File: config.mk
export PLATFORM = sky130hd
export DESIGN_NAME = srvb_mac
export DESIGN_NICKNAME = d
export VERILOG_FILES = /design/src/rtl/core/srvb_pkg.sv /design/src/rtl/core/srvb_mac.sv
export SDC_FILE = /design/constraint.sdc
export NUM_CORES = 2
export LEC_CHECK = 0
export BUFFER_PORTS_ARGS = -buffer_cell sky130_fd_sc_hd__buf_2
export CAP_MARGIN = 20
export CORE_ASPECT_RATIO = 0.8
export CORE_MARGIN = 5
export CORE_UTILIZATION = 55
export DETAILED_ROUTE_END_ITERATION = 7
export PLACE_DENSITY_LB_ADDON = 0.3
export RECOVER_POWER = 50
export SLEW_MARGIN = 20
export SYNTH_ARGS = -nofsm -noshare
export SYNTH_HDL_FRONTEND = slang
export SYNTH_SLANG_ARGS = --single-unit
File: constraint.sdc
create_clock -name i_clk -period 17.4 [get_ports i_clk]
set_input_delay 2.61 -clock i_clk [delete_from_list [all_inputs] [get_ports i_clk]]
set_output_delay 2.61 -clock i_clk [all_outputs]
set_load 0.01 [all_outputs]
File: src/rtl/core/srvb_pkg.sv
// Package for the reverb core: shared widths, register indexes, fixed sizes
// and MAC operation codes. No dependencies.
`default_nettype none
package srvb_pkg;
    localparam int unsigned CfgIdxW = 3;
    localparam int unsigned CfgDataW = 16;
    localparam logic [CfgIdxW-1:0] REG_COMB_FB = 3'd0;
    localparam logic [CfgIdxW-1:0] REG_DAMPING = 3'd1;
    localparam logic [CfgIdxW-1:0] REG_AP_FB   = 3'd2;
    localparam logic [CfgIdxW-1:0] REG_WET     = 3'd3;
    localparam logic [CfgIdxW-1:0] REG_DELAY_A = 3'd4;
    localparam logic [CfgIdxW-1:0] REG_DELAY_B = 3'd5;
    localparam logic [CfgIdxW-1:0] REG_DELAY_C = 3'd6;
    localparam logic [CfgIdxW-1:0] REG_DELAY_D = 3'd7;
    localparam int unsigned ApDelayEven = 207;
    localparam int unsigned ApDelayOdd = 22;
    localparam int unsigned MacW = 56;

    // Line length and comb count are fixed: line addressing packs the line
    // number above the position, and the comb average is a plain shift.
    localparam int unsigned DelayDepth = 2048;
    localparam int unsigned NumCombs = 4;

    // Operation codes for the shared multiply-accumulate unit.
    typedef enum logic [1:0] {
        MAC_CLR  = 2'd0,   // acc = a*b
        MAC_ADD  = 2'd1,   // acc = acc + a*b
        MAC_HOLD = 2'd2
    } t_mac_op;
endpackage
`default_nettype wire

File: src/rtl/core/srvb_mac.sv
// Shared signed multiply-accumulate unit for the reverb core.
// Uses srvb_pkg for the operation codes and accumulator width.
`default_nettype none
module srvb_mac (
    input  wire logic                          i_clk,
    input  wire srvb_pkg::t_mac_op             i_op,
    input  wire logic signed [33:0]            i_a,
    input  wire logic        [16:0]            i_b,
    output logic signed [srvb_pkg::MacW-1:0]   o_acc
);
    logic signed [51:0] prod;
    logic signed [srvb_pkg::MacW-1:0] r_acc;
    assign prod = 52'(i_a * $signed({1'b0, i_b}));
    always_ff @(posedge i_clk) begin
        case (i_op)
            srvb_pkg::MAC_CLR: r_acc <= srvb_pkg::MacW'(prod);
            srvb_pkg::MAC_ADD: r_acc <= r_acc + srvb_pkg::MacW'(prod);
            default: r_acc <= r_acc;
        endcase
    end
    assign o_acc = r_acc;
endmodule
`default_nettype wire

==> flow_summary.toml <==
[outcome]
status = "complete, but fails checks"
violations = "max-capacitance violations, max-slew violations"

[setup_path]
end_kind = "flop"
cp-start-kind = "primary input"
cpMostUsedCell = "fa_1"
critPathMaxStageDelay_ns = 0.59
path_class = "primary input to flop"
crit_path_top_delay_cell = "buf_2"
required_ns = 17.47
path_max_fanout = 34
arrival_ns = 11.45

[sta]
drv_slew = 57
post-route-min-period_ns = 11.38
worst_clock_skew_ns = 0.01588
relSlewSlack_pct = -138.0
tightest_slew_ns = 3.569
post-route-period-util_pct = 65.42
fmax_mhz = 87.85
rsz0062_at_grt = "no"
setup_violations = 0
setup_tns_ns = 0
report.final.hold_viol_count = 0

[synth]
syn_inst = 2909
syn_avg_cell_area_um2 = 8.758
ys_async_sr_fraction_pct = 0
ys_warn_count = 0
synth_edf_count = 56
netlist_area_um2 = 25480
synth.area.top_cells = "fa_1 43%, inv_1 9.8%, ha_1 8.8%"
yosysTopAreaCell = "fa_1"
synth.most_common_cell = "inv_1"
syn_nets = 3694
yosys-top-cells-count = "663 x inv_1, 552 x fa_1, 422 x nand2_1"
seq_area_frac_synth_pct = 6.600
synth_top_cell_area_share_pct = 43.37
yosysUniqueCellTypes = 77
ys_ff_latch = 56
synth_top_flop_cell = "edfxtp_1"

[layout]
area_delta_synth_final_pct = 3.580
nNetsFinal = 3681
finalInstanceArea_um2 = 26390
drive_gt1_share_pct = 3.590
largest_reg_flops = 56
utilization_pct = 57.72

[clock_tree]
cts.clk_slew.worst_paths_ns = 0.08
root_buffer = "clkbuf_16"
cts-htree-levels = 2
numCtsBuffers = 5
clock_sinks = 56
clk_latency_ns = 0.32
cts_resized = 0
ctsHoldBuffers = 0
clock_path_buffers = 2
cts_tree = "built"
post_cts_buffers = 0

[die]
initial_core_util_pct = 55.73
core.rowCount = 70
die_w_um = 250.6
dieArea_um2 = 50750
core_um2 = 45720
ioPinCount = 110
die_h_um = 202.5

[job]
cap_violations = 1

[global_route]
overflow = 0
antenna_found_initial = 3
grt_pass1_wl_um = 107800
grt_usage_pct = 25.91
grt_max_degree = 79
grt_pass1_vias = 21130

[place]
hpwl_um = 51910
io_buffer_count = 109
gp_congestion = 0.9412
place_area_um2 = 26300

[route]
viasPerCell = 5.580
drc = 0
drt_wl_total_um = 65350
drtAntennaViolNets = 0
drt_iter0_markers = 1251
avgRoutedWirePerCell_um = 18.60
firstDrtPassIters = 6
vias = 19600

[min_path]
hold_class = "flop to flop"
## per-layer routing
metal / global-route usage, % / wire (um) / share of wire (%) / up-vias
met5: 0 / 0 / 0 / -
met4: 8.048 / 2022 / 3.1 / 0
met3: 4.931 / 4746 / 7.3 / 125
met2: 43.10 / 31650 / 48 / 736
met1: 34.77 / 26930 / 41 / 9935
li1: - / - / - / 8805
## critical path: cells and delay by family
kind | cells | cell delay [ns]
xor+xnor | 1 | 0.17
mux | 1 | 0.35
compound gates | 11 | 2.82
fa+ha+maj | 8 | 3.72
buf+inv | 4 | 0.75
simple gates | 7 | 0.97
## logic make-up (layout without fill, tap and decap cells)
| logic type | after synthesis | count (layout) | share of synthesized area [%] |
|---|---|---|---|
| muxes | 14 | 14 | 0.6090 |
| other | 0 | 4 | 0 |
| adders and majority gates | 731 | 731 | 52.16 |
| buffers and inverters | 795 | 783 | 11.80 |
| AOI/OAI and AO/OA | 355 | 355 | 9.134 |
| DFF | 56 | 56 | 6.600 |
| xor gates and xnor gates | 100 | 100 | 3.438 |
| and+or+nand+nor | 858 | 858 | 16.26 |
## path summary, 6_finish.rpt
| check | cells after the start | to | from | slack (ns) |
|---|---|---|---|---|
| worst max-delay path | 32 | o_acc[48] | i_b[9] | 6.02 |
| worst min-delay path | 3 | o_acc[0] | o_acc[0] | 0.74 |
| worst max register to register | 12 | o_acc[48] | o_acc[0] | 13.35 |
| worst min register to register | 3 | o_acc[0] | o_acc[0] | 0.74 |
## layout make-up
| class | instances | area [um2] |
|---|---|---|
| Antenna cell | 4 | 10.01 |
| Timing Repair Buffer | 112 | 501.7 |
| Clock buffer | 5 | 125.1 |
| Fill cell | 4110 | 19330 |
| Clock inverter | 3 | 21.27 |
| Multi-Input combinational cell | 2058 | 20800 |
| Inverter | 663 | 2489 |
| Sequential cell | 56 | 1682 |
| Tap cell | 612 | 765.7 |
## per-stage QoR
step	instances	hold slack [ns]	setup slack [ns]
after floorplan	2909	0.7031	6.812
after global placement	3501	0.7041	5.954
after detailed placement	3501	0.7301	5.875
after CTS	3509	0.7498	6.170
after global routing	3511	0.7644	5.495
final	3513	0.7413	6.017
## placed cells by master (no fill, tap or decap), types with 24 or more instances in the layout
cell type,instances
fa_1,552
clkbuf_1,51
nand2_1,421
edfxtp_1,56
buf_2,59
ha_1,179
and2_1,254
xor2_1,42
inv_1,663
xnor2_1,58
o21ai_0,76
nor2_1,57
a21oi_1,85
a21o_1,57
nand3_1,24
Power is left out: the tool's default activity adds up to more than one toggle a clock period on the data nets, which glitch-free logic cannot reach.
